**src/rtl/core/wavhp_pkg.sv**
```systemverilog
// Shared widths, codes and header constants for the WAV header parser.
package wavhp_pkg;

   // field widths
   localparam int BYTE_W  = 8;
   localparam int KIND_W  = 2;
   localparam int FRAME_W = 16;
   localparam int COUNT_W = 31;
   localparam int ERR_W   = 4;
   localparam int RATE_W  = 32;
   localparam int POS_W   = 6;
   localparam int ACC_W   = 32;

   // sample rate after reset
   localparam logic [RATE_W-1:0] RATE_RESET = 32'd48000;

   // result kinds
   localparam logic [KIND_W-1:0] KIND_FRAME  = 2'd0;
   localparam logic [KIND_W-1:0] KIND_HEADER = 2'd1;
   localparam logic [KIND_W-1:0] KIND_ERROR  = 2'd2;

   // error codes
   localparam logic [ERR_W-1:0] ERR_NONE  = 4'd0;
   localparam logic [ERR_W-1:0] ERR_RIFF  = 4'd1;
   localparam logic [ERR_W-1:0] ERR_WAVE  = 4'd2;
   localparam logic [ERR_W-1:0] ERR_FMT   = 4'd3;
   localparam logic [ERR_W-1:0] ERR_PCM   = 4'd4;
   localparam logic [ERR_W-1:0] ERR_MONO  = 4'd5;
   localparam logic [ERR_W-1:0] ERR_RATE  = 4'd6;
   localparam logic [ERR_W-1:0] ERR_DEPTH = 4'd7;
   localparam logic [ERR_W-1:0] ERR_DATA  = 4'd8;

   // four-character tags as little-endian words
   localparam logic [ACC_W-1:0] TAG_RIFF = 32'h4646_4952;
   localparam logic [ACC_W-1:0] TAG_WAVE = 32'h4556_4157;
   localparam logic [ACC_W-1:0] TAG_FMT  = 32'h2074_6d66;
   localparam logic [ACC_W-1:0] TAG_DATA = 32'h6174_6164;

   // expected 16-bit header values
   localparam logic [15:0] FMT_PCM     = 16'd1;
   localparam logic [15:0] CHAN_MONO   = 16'd1;
   localparam logic [15:0] SAMPLE_BITS = 16'd16;

   // byte positions of the last byte of each checked field
   localparam logic [POS_W-1:0] POS_RIFF  = 6'd3;
   localparam logic [POS_W-1:0] POS_WAVE  = 6'd11;
   localparam logic [POS_W-1:0] POS_FMT   = 6'd15;
   localparam logic [POS_W-1:0] POS_PCM   = 6'd21;
   localparam logic [POS_W-1:0] POS_MONO  = 6'd23;
   localparam logic [POS_W-1:0] POS_RATE  = 6'd27;
   localparam logic [POS_W-1:0] POS_DEPTH = 6'd35;
   localparam logic [POS_W-1:0] POS_DATA  = 6'd39;
   localparam logic [POS_W-1:0] POS_LAST  = 6'd43;

endpackage

```
**src/rtl/core/wavhp_if.sv**
```systemverilog
// Channel interfaces of the WAV header parser: byte input, result output, register write.
interface wavhp_req_if;
   logic                            valid;
   logic                            ready;
   logic [wavhp_pkg::BYTE_W-1:0]    data_byte;
   logic                            start_of_file;

   modport source (output valid, data_byte, start_of_file, input ready);
   modport sink   (input valid, data_byte, start_of_file, output ready);
endinterface

interface wavhp_rsp_if;
   logic                            valid;
   logic                            ready;
   logic [wavhp_pkg::KIND_W-1:0]    kind;
   logic [wavhp_pkg::FRAME_W-1:0]   frame_value;
   logic                            last_frame;
   logic [wavhp_pkg::COUNT_W-1:0]   frame_count;
   logic [wavhp_pkg::ERR_W-1:0]     error_code;

   modport source (output valid, kind, frame_value, last_frame, frame_count, error_code,
                   input ready);
   modport sink   (input valid, kind, frame_value, last_frame, frame_count, error_code,
                   output ready);
endinterface

interface wavhp_csr_if;
   logic                            valid;
   logic                            ready;
   logic [wavhp_pkg::RATE_W-1:0]    wdata;

   modport source (output valid, wdata, input ready);
   modport sink   (input valid, wdata, output ready);
endinterface

```
**src/rtl/core/wav_header_parser_unit.sv**
```systemverilog
// WAV header parser: checks the canonical 44-byte PCM header and emits 16-bit frames.
// An accepted byte passes through the input register and then the result register to its result word.
// Throughput: one byte per cycle; the single-pass state update between the two registers
// sets it, and a stalled result register holds the byte stage until it drains.
// Reset (synchronous, active high): parser at header byte 0, both stages empty,
// expected sample rate back to 48000.
module wav_header_parser_unit (
   input logic        clock,
   input logic        reset,
   wavhp_req_if.sink   req_chan,
   wavhp_rsp_if.source rsp_chan,
   wavhp_csr_if.sink   csr_chan
);

   // parser phases
   localparam logic [1:0] PH_HEADER = 2'd0;
   localparam logic [1:0] PH_DATA   = 2'd1;
   localparam logic [1:0] PH_IDLE   = 2'd2;

   // unit steps at counter widths
   localparam logic [wavhp_pkg::POS_W-1:0]   POS_STEP   = {{(wavhp_pkg::POS_W-1){1'b0}}, 1'b1};
   localparam logic [wavhp_pkg::COUNT_W-1:0] FRAME_STEP = {{(wavhp_pkg::COUNT_W-1){1'b0}}, 1'b1};

   // configuration register
   logic [wavhp_pkg::RATE_W-1:0]  rate_ff;

   // input stage
   logic                          s1_valid_ff, s1_valid_in;
   logic [wavhp_pkg::BYTE_W-1:0]  s1_byte_ff;
   logic                          s1_sof_ff;
   logic                          req_take;
   logic                          s1_advance;

   // parser state
   logic [wavhp_pkg::POS_W-1:0]   pos_ff, pos_in, pos_cur;
   logic [1:0]                    phase_ff, phase_in;
   logic [wavhp_pkg::ACC_W-1:0]   acc_ff, acc_in;
   logic [wavhp_pkg::COUNT_W-1:0] frames_ff, frames_in;
   logic [wavhp_pkg::BYTE_W-1:0]  low_ff, low_in;
   logic                          parity_ff, parity_in;

   // result computed this cycle
   logic                          res_valid;
   logic [wavhp_pkg::KIND_W-1:0]  res_kind;
   logic [wavhp_pkg::FRAME_W-1:0] res_value;
   logic                          res_last;
   logic [wavhp_pkg::COUNT_W-1:0] res_count;
   logic [wavhp_pkg::ERR_W-1:0]   res_err;

   // result register
   logic                          out_valid_ff, out_valid_in;
   logic [wavhp_pkg::KIND_W-1:0]  out_kind_ff;
   logic [wavhp_pkg::FRAME_W-1:0] out_value_ff;
   logic                          out_last_ff;
   logic [wavhp_pkg::COUNT_W-1:0] out_count_ff;
   logic [wavhp_pkg::ERR_W-1:0]   out_err_ff;

   // handshakes: byte stage moves on when the result slot is free or draining
   assign s1_advance     = s1_valid_ff && (!out_valid_ff || rsp_chan.ready);
   assign req_chan.ready = !s1_valid_ff || s1_advance;
   assign req_take       = req_chan.valid && req_chan.ready;
   assign csr_chan.ready = 1'b1;
   assign s1_valid_in    = req_take ? 1'b1 : (s1_advance ? 1'b0 : s1_valid_ff);

   // sample rate register
   always_ff @(posedge clock) begin
      if (reset) begin
         rate_ff <= wavhp_pkg::RATE_RESET;
      end else if (csr_chan.valid && csr_chan.ready) begin
         rate_ff <= csr_chan.wdata;
      end
   end

   // input register
   always_ff @(posedge clock) begin
      if (reset) begin
         s1_valid_ff <= 1'b0;
      end else begin
         s1_valid_ff <= s1_valid_in;
      end
      if (req_take) begin
         s1_byte_ff <= req_chan.data_byte;
         s1_sof_ff  <= req_chan.start_of_file;
      end
   end

   // one pass of the parser over the held byte
   always_comb begin
      pos_in    = pos_ff;
      phase_in  = phase_ff;
      acc_in    = acc_ff;
      frames_in = frames_ff;
      low_in    = low_ff;
      parity_in = parity_ff;
      pos_cur   = pos_ff;
      res_valid = 1'b0;
      res_kind  = wavhp_pkg::KIND_FRAME;
      res_value = '0;
      res_last  = 1'b0;
      res_count = '0;
      res_err   = wavhp_pkg::ERR_NONE;

      if (s1_advance) begin
         // start of file restarts the parser before the byte is used
         if (s1_sof_ff) begin
            pos_in    = '0;
            phase_in  = PH_HEADER;
            acc_in    = '0;
            frames_in = '0;
            low_in    = '0;
            parity_in = 1'b0;
         end
         pos_cur = pos_in;

         case (phase_in)
            PH_DATA: begin
               if (!parity_in) begin
                  low_in    = s1_byte_ff;
                  parity_in = 1'b1;
               end else begin
                  parity_in = 1'b0;
                  frames_in = frames_in - FRAME_STEP;
                  if (frames_in == '0) begin
                     phase_in = PH_IDLE;
                  end
                  res_valid = 1'b1;
                  res_kind  = wavhp_pkg::KIND_FRAME;
                  res_value = {s1_byte_ff, low_in};
                  res_last  = (frames_in == '0);
               end
            end
            PH_HEADER: begin
               acc_in = {s1_byte_ff, acc_in[wavhp_pkg::ACC_W-1:8]};
               pos_in = pos_cur + POS_STEP;
               case (pos_cur)
                  wavhp_pkg::POS_RIFF: begin
                     if (acc_in != wavhp_pkg::TAG_RIFF) begin
                        res_valid = 1'b1;
                        res_err   = wavhp_pkg::ERR_RIFF;
                     end
                  end
                  wavhp_pkg::POS_WAVE: begin
                     if (acc_in != wavhp_pkg::TAG_WAVE) begin
                        res_valid = 1'b1;
                        res_err   = wavhp_pkg::ERR_WAVE;
                     end
                  end
                  wavhp_pkg::POS_FMT: begin
                     if (acc_in != wavhp_pkg::TAG_FMT) begin
                        res_valid = 1'b1;
                        res_err   = wavhp_pkg::ERR_FMT;
                     end
                  end
                  wavhp_pkg::POS_PCM: begin
                     if (acc_in[31:16] != wavhp_pkg::FMT_PCM) begin
                        res_valid = 1'b1;
                        res_err   = wavhp_pkg::ERR_PCM;
                     end
                  end
                  wavhp_pkg::POS_MONO: begin
                     if (acc_in[31:16] != wavhp_pkg::CHAN_MONO) begin
                        res_valid = 1'b1;
                        res_err   = wavhp_pkg::ERR_MONO;
                     end
                  end
                  wavhp_pkg::POS_RATE: begin
                     if (acc_in != rate_ff) begin
                        res_valid = 1'b1;
                        res_err   = wavhp_pkg::ERR_RATE;
                     end
                  end
                  wavhp_pkg::POS_DEPTH: begin
                     if (acc_in[31:16] != wavhp_pkg::SAMPLE_BITS) begin
                        res_valid = 1'b1;
                        res_err   = wavhp_pkg::ERR_DEPTH;
                     end
                  end
                  wavhp_pkg::POS_DATA: begin
                     if (acc_in != wavhp_pkg::TAG_DATA) begin
                        res_valid = 1'b1;
                        res_err   = wavhp_pkg::ERR_DATA;
                     end
                  end
                  wavhp_pkg::POS_LAST: begin
                     // data size arrived: frame count is the size halved
                     frames_in = acc_in[wavhp_pkg::ACC_W-1:1];
                     parity_in = 1'b0;
                     low_in    = '0;
                     phase_in  = (frames_in == '0) ? PH_IDLE : PH_DATA;
                     res_valid = 1'b1;
                     res_kind  = wavhp_pkg::KIND_HEADER;
                     res_count = frames_in;
                  end
                  default: begin
                     if (pos_cur > wavhp_pkg::POS_LAST) begin
                        phase_in = PH_IDLE;
                     end
                  end
               endcase
               // any failed check ends the file
               if (res_valid && res_kind != wavhp_pkg::KIND_HEADER) begin
                  res_kind = wavhp_pkg::KIND_ERROR;
                  phase_in = PH_IDLE;
               end
            end
            default: ;  // idle, and the unused code, drop the byte
         endcase
      end
   end

   // parser state registers
   always_ff @(posedge clock) begin
      if (reset) begin
         pos_ff    <= '0;
         phase_ff  <= PH_HEADER;
         acc_ff    <= '0;
         frames_ff <= '0;
         low_ff    <= '0;
         parity_ff <= 1'b0;
      end else begin
         pos_ff    <= pos_in;
         phase_ff  <= phase_in;
         acc_ff    <= acc_in;
         frames_ff <= frames_in;
         low_ff    <= low_in;
         parity_ff <= parity_in;
      end
   end

   // result register
   assign out_valid_in = res_valid ? 1'b1 : (rsp_chan.ready ? 1'b0 : out_valid_ff);

   always_ff @(posedge clock) begin
      if (reset) begin
         out_valid_ff <= 1'b0;
      end else begin
         out_valid_ff <= out_valid_in;
      end
      if (res_valid) begin
         out_kind_ff  <= res_kind;
         out_value_ff <= res_value;
         out_last_ff  <= res_last;
         out_count_ff <= res_count;
         out_err_ff   <= res_err;
      end
   end

   assign rsp_chan.valid       = out_valid_ff;
   assign rsp_chan.kind        = out_kind_ff;
   assign rsp_chan.frame_value = out_value_ff;
   assign rsp_chan.last_frame  = out_last_ff;
   assign rsp_chan.frame_count = out_count_ff;
   assign rsp_chan.error_code  = out_err_ff;

   // checks
   a_no_phase3: assert property (@(posedge clock) disable iff (reset)
      phase_ff != 2'd3)
      else $error("parser phase holds the unused code");

   a_data_has_frames: assert property (@(posedge clock) disable iff (reset)
      phase_ff == PH_DATA |-> frames_ff != '0)
      else $error("data phase with no frames left");

   a_error_coded: assert property (@(posedge clock) disable iff (reset)
      out_valid_ff && out_kind_ff == wavhp_pkg::KIND_ERROR |-> out_err_ff != wavhp_pkg::ERR_NONE)
      else $error("header error word without an error code");

   a_result_held: assert property (@(posedge clock) disable iff (reset)
      out_valid_ff && !rsp_chan.ready |=> out_valid_ff && $stable(out_kind_ff))
      else $error("stalled result word was overwritten");

endmodule
```
**src/flat_wrapper.sv**
```systemverilog
// flat-port wrapper written by rule: the top's interface ports become plain ports
module wav_header_parser_unit_flat 
  (clock, reset, req_chan_valid, req_chan_data_byte, req_chan_start_of_file, req_chan_ready, rsp_chan_valid, rsp_chan_kind, rsp_chan_frame_value, rsp_chan_last_frame, rsp_chan_frame_count, rsp_chan_error_code, rsp_chan_ready, csr_chan_valid, csr_chan_wdata, csr_chan_ready);
  wavhp_req_if req_chan_i ();
  wavhp_rsp_if rsp_chan_i ();
  wavhp_csr_if csr_chan_i ();
  input logic clock;
  input logic reset;
  input wire logic [$bits(req_chan_i.valid)-1:0] req_chan_valid;
  input wire logic [$bits(req_chan_i.data_byte)-1:0] req_chan_data_byte;
  input wire logic [$bits(req_chan_i.start_of_file)-1:0] req_chan_start_of_file;
  output wire logic [$bits(req_chan_i.ready)-1:0] req_chan_ready;
  output wire logic [$bits(rsp_chan_i.valid)-1:0] rsp_chan_valid;
  output wire logic [$bits(rsp_chan_i.kind)-1:0] rsp_chan_kind;
  output wire logic [$bits(rsp_chan_i.frame_value)-1:0] rsp_chan_frame_value;
  output wire logic [$bits(rsp_chan_i.last_frame)-1:0] rsp_chan_last_frame;
  output wire logic [$bits(rsp_chan_i.frame_count)-1:0] rsp_chan_frame_count;
  output wire logic [$bits(rsp_chan_i.error_code)-1:0] rsp_chan_error_code;
  input wire logic [$bits(rsp_chan_i.ready)-1:0] rsp_chan_ready;
  input wire logic [$bits(csr_chan_i.valid)-1:0] csr_chan_valid;
  input wire logic [$bits(csr_chan_i.wdata)-1:0] csr_chan_wdata;
  output wire logic [$bits(csr_chan_i.ready)-1:0] csr_chan_ready;
  assign req_chan_i.valid = req_chan_valid;
  assign req_chan_i.data_byte = req_chan_data_byte;
  assign req_chan_i.start_of_file = req_chan_start_of_file;
  assign req_chan_ready = req_chan_i.ready;
  assign rsp_chan_valid = rsp_chan_i.valid;
  assign rsp_chan_kind = rsp_chan_i.kind;
  assign rsp_chan_frame_value = rsp_chan_i.frame_value;
  assign rsp_chan_last_frame = rsp_chan_i.last_frame;
  assign rsp_chan_frame_count = rsp_chan_i.frame_count;
  assign rsp_chan_error_code = rsp_chan_i.error_code;
  assign rsp_chan_i.ready = rsp_chan_ready;
  assign csr_chan_i.valid = csr_chan_valid;
  assign csr_chan_i.wdata = csr_chan_wdata;
  assign csr_chan_ready = csr_chan_i.ready;
  wav_header_parser_unit u_core (.clock(clock), .reset(reset), .req_chan(req_chan_i), .rsp_chan(rsp_chan_i), .csr_chan(csr_chan_i));
endmodule
```
**config.mk**
```make
export PLATFORM = sky130hd
export DESIGN_NAME = wav_header_parser_unit_flat
export DESIGN_NICKNAME = d
export VERILOG_FILES = /design/src/rtl/core/wavhp_pkg.sv /design/src/rtl/core/wavhp_if.sv /design/src/rtl/core/wav_header_parser_unit.sv /design/src/flat_wrapper.sv
export SDC_FILE = /design/constraint.sdc
export NUM_CORES = 1
export LEC_CHECK = 0
export ABC_AREA = 1
export BUFFER_PORTS_ARGS = -buffer_cell sky130_fd_sc_hd__buf_2
export CAP_MARGIN = 30
export CORE_MARGIN = 3
export CORE_UTILIZATION = 55
export DETAILED_ROUTE_END_ITERATION = 8
export HOLD_SLACK_MARGIN = 0.12
export PLACE_DENSITY = 0.77
export SLEW_MARGIN = 20
export SYNTH_ARGS = -nofsm -noshare
export SYNTH_HDL_FRONTEND = slang
export SYNTH_SLANG_ARGS = --single-unit
```
**constraint.sdc**
```tcl
create_clock -name clock -period 5.15 [get_ports clock]
set_clock_uncertainty 0.2 [all_clocks]
set_input_delay 0.515 -clock clock [delete_from_list [all_inputs] [get_ports clock]]
set_output_delay 0.515 -clock clock [all_outputs]
set_load 0.005 [all_outputs]
```
# Word-level counts from Yosys, hierarchy flattened
# Cells that the tools add are included.
# word_totals
wordCells	117
register_bits	169
n_memories	0
rom_bits	0
output_inout_bits	57
ram_bits	0
latch_bits	0
# op_classes
reduce_logical	18
order_cmp	1
addsub	2
n_mul	0
n_bitwise	2
eq_ne	18
mux	59
shift	0
n_div	0
# ops
cell	n
two-way mux 31 bit	4
two-way mux 32 bit	3
!= test 32 x 31 -> 1 bit, second input constant	3
zero test 31 bit	2
one-hot mux 31 bit (2 select lines)	1
!= test 32 x 30 -> 1 bit, second input constant	1
!= test 32 bit	1
one-hot mux 4 bit (8 select lines)	1
subtractor 31 x 1 -> 31 bit, second input constant	1
two-way mux 2 bit	12
two-way mux 8 bit	3
two-way mux 1 bit	21
equality test 6 x 5 -> 1 bit, second input constant	3
equality test 6 bit, second input constant	3
two-way mux 6 bit	3
!= test 16 x 1 -> 1 bit, second input constant	1
!= test 16 x 5 -> 1 bit, second input constant	1
one-hot mux 8 bit (2 select lines)	1
equality test 6 x 4 -> 1 bit, second input constant	2
two-way mux 3 bit	4
one-hot mux 1 bit (8 select lines)	1
one-hot mux 2 bit (2 select lines)	2
OR reduction 8 bit	1
adder 6 x 1 -> 6 bit, second input constant	1
other kinds (16)	24

# Depth between registers and ports, before layout
# logic_depth
depth_word	12
depth_mapped	21
depth_no_buf	20

# Least setup slack after synthesis
# No wires, ideal clock.
# synth_path
path_type	register -> register
start	register u_core.s1_sof_ff
end	register u_core.out_err_ff (netlist bit u_core.rsp_chan.error_code[0]), enable pin
synth_period_minus_slack_ns	3.638
arrival_ns	3.030
required_ns	4.542
stages_incl_launch_ff	15
slack_ns	1.512
path_cell_list	edfxtp_1 buf_6 clkbuf_1 nor2_1 ha_1 inv_1 nor3_1 nand2_2 nand2_1 nor2_1 nand4_1 nand2_1 nand2_1 nand2_1 inv_1
# synth_via
elab_chain_cells	9
word_cells_on_any_way	40
classes_between	17 x eq/ne; 21 x mux; 2 x reduce/logical
# synth_lines
element	line	rtl
start, declared	wav_header_parser_unit.sv:30	logic s1_sof_ff;
start signal, assigned	wav_header_parser_unit.sv:83	s1_sof_ff <= req_chan.start_of_file;
two-way mux 32 bit / two-way mux 6 bit (equally long branches)	wav_header_parser_unit.sv:105	if (s1_sof_ff) begin
two-way mux 32 bit / two-way mux 6 bit (equally long branches)	wav_header_parser_unit.sv:103	if (s1_advance) begin
!= test 32 x 31 -> 1 bit, or another cell as far along	wav_header_parser_unit.sv:179	if (acc_in != wavhp_pkg::TAG_DATA) begin
two-way mux 1 bit, or another cell as far along	wav_header_parser_unit.sv:179	
one-hot mux 1 bit (8 select lines)	wav_header_parser_unit.sv:135	case (pos_cur)
two-way mux 1 bit	wav_header_parser_unit.sv:115	case (phase_in)
two-way mux 1 bit	wav_header_parser_unit.sv:103	
one-hot mux 1 bit (2 select lines) (*)	wav_header_parser_unit.sv:115	
two-way mux 1 bit (*)	wav_header_parser_unit.sv:103	
end signal, assigned	wav_header_parser_unit.sv:244	out_err_ff <= res_err;
end, declared	wav_header_parser_unit.sv:56	logic [wavhp_pkg::ERR_W-1:0] out_err_ff;
# Mark *: on every way between the ends. The rest lies on a longest branch, timed or not. The select of a mux whose other input is x is not followed.
# A chain may end at the register's enable or synchronous reset.

# Worst setup path after layout
# layout_path
start	register u_core.s1_sof_ff
end	register u_core.out_count_ff (netlist bit u_core.rsp_chan.frame_count[30]), enable pin
# layout_via
elab_chain_cells	9
word_cells_on_any_way	40
classes_between	17 x eq/ne; 21 x mux; 2 x reduce/logical
# layout_lines
element	line	rtl
two-way mux 32 bit / two-way mux 6 bit (equally long branches)	wav_header_parser_unit.sv:105	
two-way mux 32 bit / two-way mux 6 bit (equally long branches)	wav_header_parser_unit.sv:103	
!= test 32 x 31 -> 1 bit, or another cell as far along	wav_header_parser_unit.sv:179	
two-way mux 1 bit, or another cell as far along	wav_header_parser_unit.sv:179	
one-hot mux 1 bit (8 select lines)	wav_header_parser_unit.sv:135	
two-way mux 1 bit	wav_header_parser_unit.sv:115	
two-way mux 1 bit	wav_header_parser_unit.sv:103	
one-hot mux 1 bit (2 select lines) (*)	wav_header_parser_unit.sv:115	
two-way mux 1 bit (*)	wav_header_parser_unit.sv:103	
end signal, assigned	wav_header_parser_unit.sv:243	out_count_ff <= res_count;
end, declared	wav_header_parser_unit.sv:55	logic [wavhp_pkg::COUNT_W-1:0] out_count_ff;
# Marks and branches as above.

==> results.py <==
metrics = {
    "job": {
        "drv_cap": 0,
    },
    "global_routing": {
        "grt_pass1_wl_mm": 50.82,
        "grt_usage_pct": 32.77,
        "grt_pass1_vias": 9293,
        "overflow": 0,
        "antenna_found_initial": 0,
        "grt_max_degree": 75,
    },
    "worst_setup_path": {
        "crit_required_ps": 5140,
        "r2r_cells": 15,
        "arrival_ps": 3630,
        "cp_max_fo": 73,
        "critPathCaptureType": "flip-flop",
        "worstReg2RegStart": "u_core.s1_sof_ff",
        "r2r-end": "u_core.rsp_chan.frame_count[30]",
        "startpoint": "u_core.s1_sof_ff",
        "start_kind": "flip-flop",
        "reg2reg_slack_ps": 1510,
        "critical_path_class": "flip-flop to flip-flop",
    },
    "worst_hold_path": {
        "hold_end": "u_core.rate_ff[9]",
        "hold_path.class": "primary input to flip-flop",
        "hp-start": "csr_chan_wdata[9]",
        "whs_path_depth": 3,
    },
    "logic_synthesis": {
        "yosysUniqueCellTypes": 45,
        "ys_seq_area_share_pct": 41.05,
        "syn-num-nets": 1470,
        "syn_avg_cell_area_um2": 6.886,
        "synth-edff-count": 63,
        "ys_async_sr_fraction_pct": 0,
        "synthCells": 1420,
        "yosysWarningCount": 0,
        "syn-cell-area_um2": 9778,
        "synth-seq-cells": 169,
        "synth-main-ff-cell": "dfxtp_1",
    },
    "routing": {
        "wirelength_mm": 32.35,
        "viasPerCell": 5.890,
        "drc_errors": 0,
        "postRouteAntennaNets": 0,
        "routedWlPerCell_um": 18.52,
        "vias": 10290,
        "drt_iter0_drc": 1443,
        "first_pass_iters": 6,
    },
    "sta": {
        "fin_crit_sh_pct": 70.74,
        "clock.fmax_mhz": 274.5,
        "relSlewSlack_pct": 39.56,
        "fin_crit_ps": 3643,
        "finalSetupTns_ps": 0,
        "setup-violations-final": 0,
        "slew_viol_final": 0,
        "hold_viol_final": 0,
        "hold_ws_ps": 131.1,
        "worst_pin_slew_ps": 904.4,
        "rsz0062_at_grt": "false",
    },
    "layout": {
        "finalNetCount": 1559,
        "final_layout_size_suffix_gt1_share_pct": 12.42,
        "diodes": 0,
        "syn_to_final_growth_pct": 13.93,
    },
    "pwr": {
        "seqPwrFrac_pct": 45.7,
        "p_sw_share_pct": 31.29,
        "p_comb_share_pct": 15.1,
        "p_leak_uw": 0.004989,
        "worst_ir_drop_vdd_mv": 0.2404,
        "clkPwrFrac_pct": 39.2,
        "p_int_uw": 2222,
        "power_uw": 3234,
        "power_density_nw_per_um2": 290.3,
        "switching_power_uw": 1012,
    },
    "clock_tree": {
        "clkLatencyLatePin_ps": 440,
        "htreeDepth": 4,
        "clk_pin_slew_worst_paths_ps": 80,
        "cts_tree": "built",
        "clockBufferDepth": 2,
        "numCtsBuffers": 17,
        "root_buffer": "clkbuf_16",
        "post_cts_buffers": 0,
        "post_cts_resized": 0,
        "cts.sinks": 169,
    },
    "die": {
        "core-area_um2": 17360,
        "die_w_um": 139.3,
        "die_area_um2": 19410,
        "dieHeight_um": 139.3,
        "io_pins": 103,
        "start_util_pct": 56.34,
        "num_rows": 48,
    },
    "placement": {
        "hpwl_mm": 22.87,
        "place_congestion": 1.015,
        "io_buffers": 101,
    },
    "run_status": {
        "status": "complete, no violations",
    },
}
-- power by group through the flow --
stage / Combinational [µW] / Sequential (µW) / Clock [µW]
floorplan: 340 / 1490 / 0
global placement: 454 / 1500 / 0
detailed placement: 459 / 1500 / 0
CTS: 473 / 1470 / 1270
global route: 542 / 1480 / 1330
finish: 488 / 1480 / 1270
-- registers in the layout, summed over array words and instances, names as in the netlist, 4 cells and up --
signal                       flops
u_core.low_ff                    8
u_core.rsp_chan.frame_value     16
u_core.rate_ff                  32
u_core.s1_byte_ff                8
u_core.acc_ff                   24
u_core.pos_ff                    6
u_core.rsp_chan.frame_count     31
u_core.frames_ff                31
u_core.rsp_chan.error_code       4
-- cells in the final DEF, fill, tap and decap left out, types with 3 or more instances in the layout --
cell / count
nand2_4: 3
o21ai_0: 131
inv_1: 170
clkbuf_16: 17
nand4_1: 12
and3_1: 5
nor2_2: 10
nand3_1: 62
a22oi_1: 5
a31oi_1: 6
nand2_1: 362
o22ai_1: 7
o221ai_1: 10
buf_2: 101
inv_8: 5
edfxtp_1: 63
inv_2: 7
ha_1: 4
xor2_1: 7
clkinv_1: 6
dlygate4sd3_1: 20
buf_4: 12
a21oi_1: 89
o211ai_1: 22
a221oi_1: 23
nand3b_1: 6
inv_6: 4
nor3_1: 20
nand2_2: 16
dfxtp_1: 106
nor2_1: 186
nor2_4: 4
-- worst max path at each step --
| stage | endpoint | cells after the start |
|---|---|---|
| 2_1_floorplan | u_core.rsp_chan.error_code[0] | 14 |
| 3_3_place_gp | u_core.rsp_chan.frame_count[2] | 13 |
| 3_5_place_dp | u_core.rsp_chan.frame_value[3] | 15 |
| 4_1_cts | u_core.frames_ff[9] | 14 |
| 5_1_grt | u_core.frames_ff[9] | 14 |
| 6_report | u_core.rsp_chan.frame_count[30] | 15 |
-- critical path, stage by stage, from the launching register on --
cell and delay [ps]:
edfxtp_1 450, inv_6 500, nand2_1 420, inv_1 250, nand2_1 70, nand2_1 60
nand2_1 90, nor2_1 120, nand3_1 90, o21ai_1 250, nand4_1 150, nand2_1 100
nand2_1 50, nand2_1 100, inv_2 180, buf_12 250
-- stage by stage --
stage / instance area (µm²) / instances / util, % / setup WS [ps]
2_1_floorplan: 9778 / 1420 / - / 1512
4_1_cts: 11140 / 1747 / 64.19 / 1604
6_report: 11140 / 1747 / 64.19 / 1507
3_5_place_dp: 10370 / 1695 / 59.72 / 1631
5_1_grt: 11140 / 1747 / 64.19 / 1191
3_3_place_gp: 10330 / 1693 / 59.52 / 1415
-- cell usage after synthesis (7+ instances only) --
| library cell | instances | area, µm² |
|---|---|---|
| buf_2 | 10 | 50.05 |
| inv_1 | 172 | 645.6 |
| a21oi_1 | 89 | 445.4 |
| nor3_1 | 20 | 100.1 |
| nand2_2 | 15 | 93.84 |
| o221ai_1 | 10 | 87.58 |
| o21ai_0 | 131 | 655.6 |
| nor2_1 | 187 | 701.9 |
| edfxtp_1 | 63 | 1892 |
| nand3_1 | 62 | 310.3 |
| a221oi_1 | 23 | 201.4 |
| o22ai_1 | 7 | 43.79 |
| nand4_1 | 12 | 75.07 |
| xor2_1 | 7 | 61.31 |
| dfxtp_1 | 106 | 2122 |
| nand2_1 | 363 | 1363 |
| nor2_2 | 9 | 56.30 |
| o211ai_1 | 22 | 165.2 |
| clkbuf_1 | 41 | 153.9 |
-- layout make-up --
class | count | area (µm²)
Multi-Input combinational cell | 1003 | 4748
Inverter | 183 | 691.9
Sequential cell | 169 | 4014
Timing Repair Buffer | 135 | 830.8
Clock inverter | 15 | 148.9
Fill cell | 1574 | 6216
Clock buffer | 17 | 425.4
Tap cell | 225 | 281.5
-- timing repair --
action / CTS / global route
setup endpoints to repair: 0 / 0
hold buffers: 20 / 0
endpoints found under the hold margin: 20 / 0
-- metal layers --
metal | routed length, µm | GRT usage (%) | vias to the layer above
met1 | 13830 | 47.76 | 4715
li1 | - | - | 4861
met4 | 943 | 10.40 | 0
met5 | 0 | 0 | -
met2 | 14250 | 50.94 | 634
met3 | 3324 | 4.124 | 80
-- cell families after synthesis --
| family | Yosys count | synth area share (%) |
|---|---|---|
| AOI/OAI and AO/OA | 299 | 17.59 |
| xor gates and xnor gates | 9 | 0.8062 |
| adders and majority gates | 4 | 0.5119 |
| other | 1 | 0.03835 |
| and+or+nand+nor | 690 | 29.56 |
| buffers and inverters | 248 | 10.44 |
| DFF | 169 | 41.05 |
Note: power is estimated with default switching activity, not from simulation.
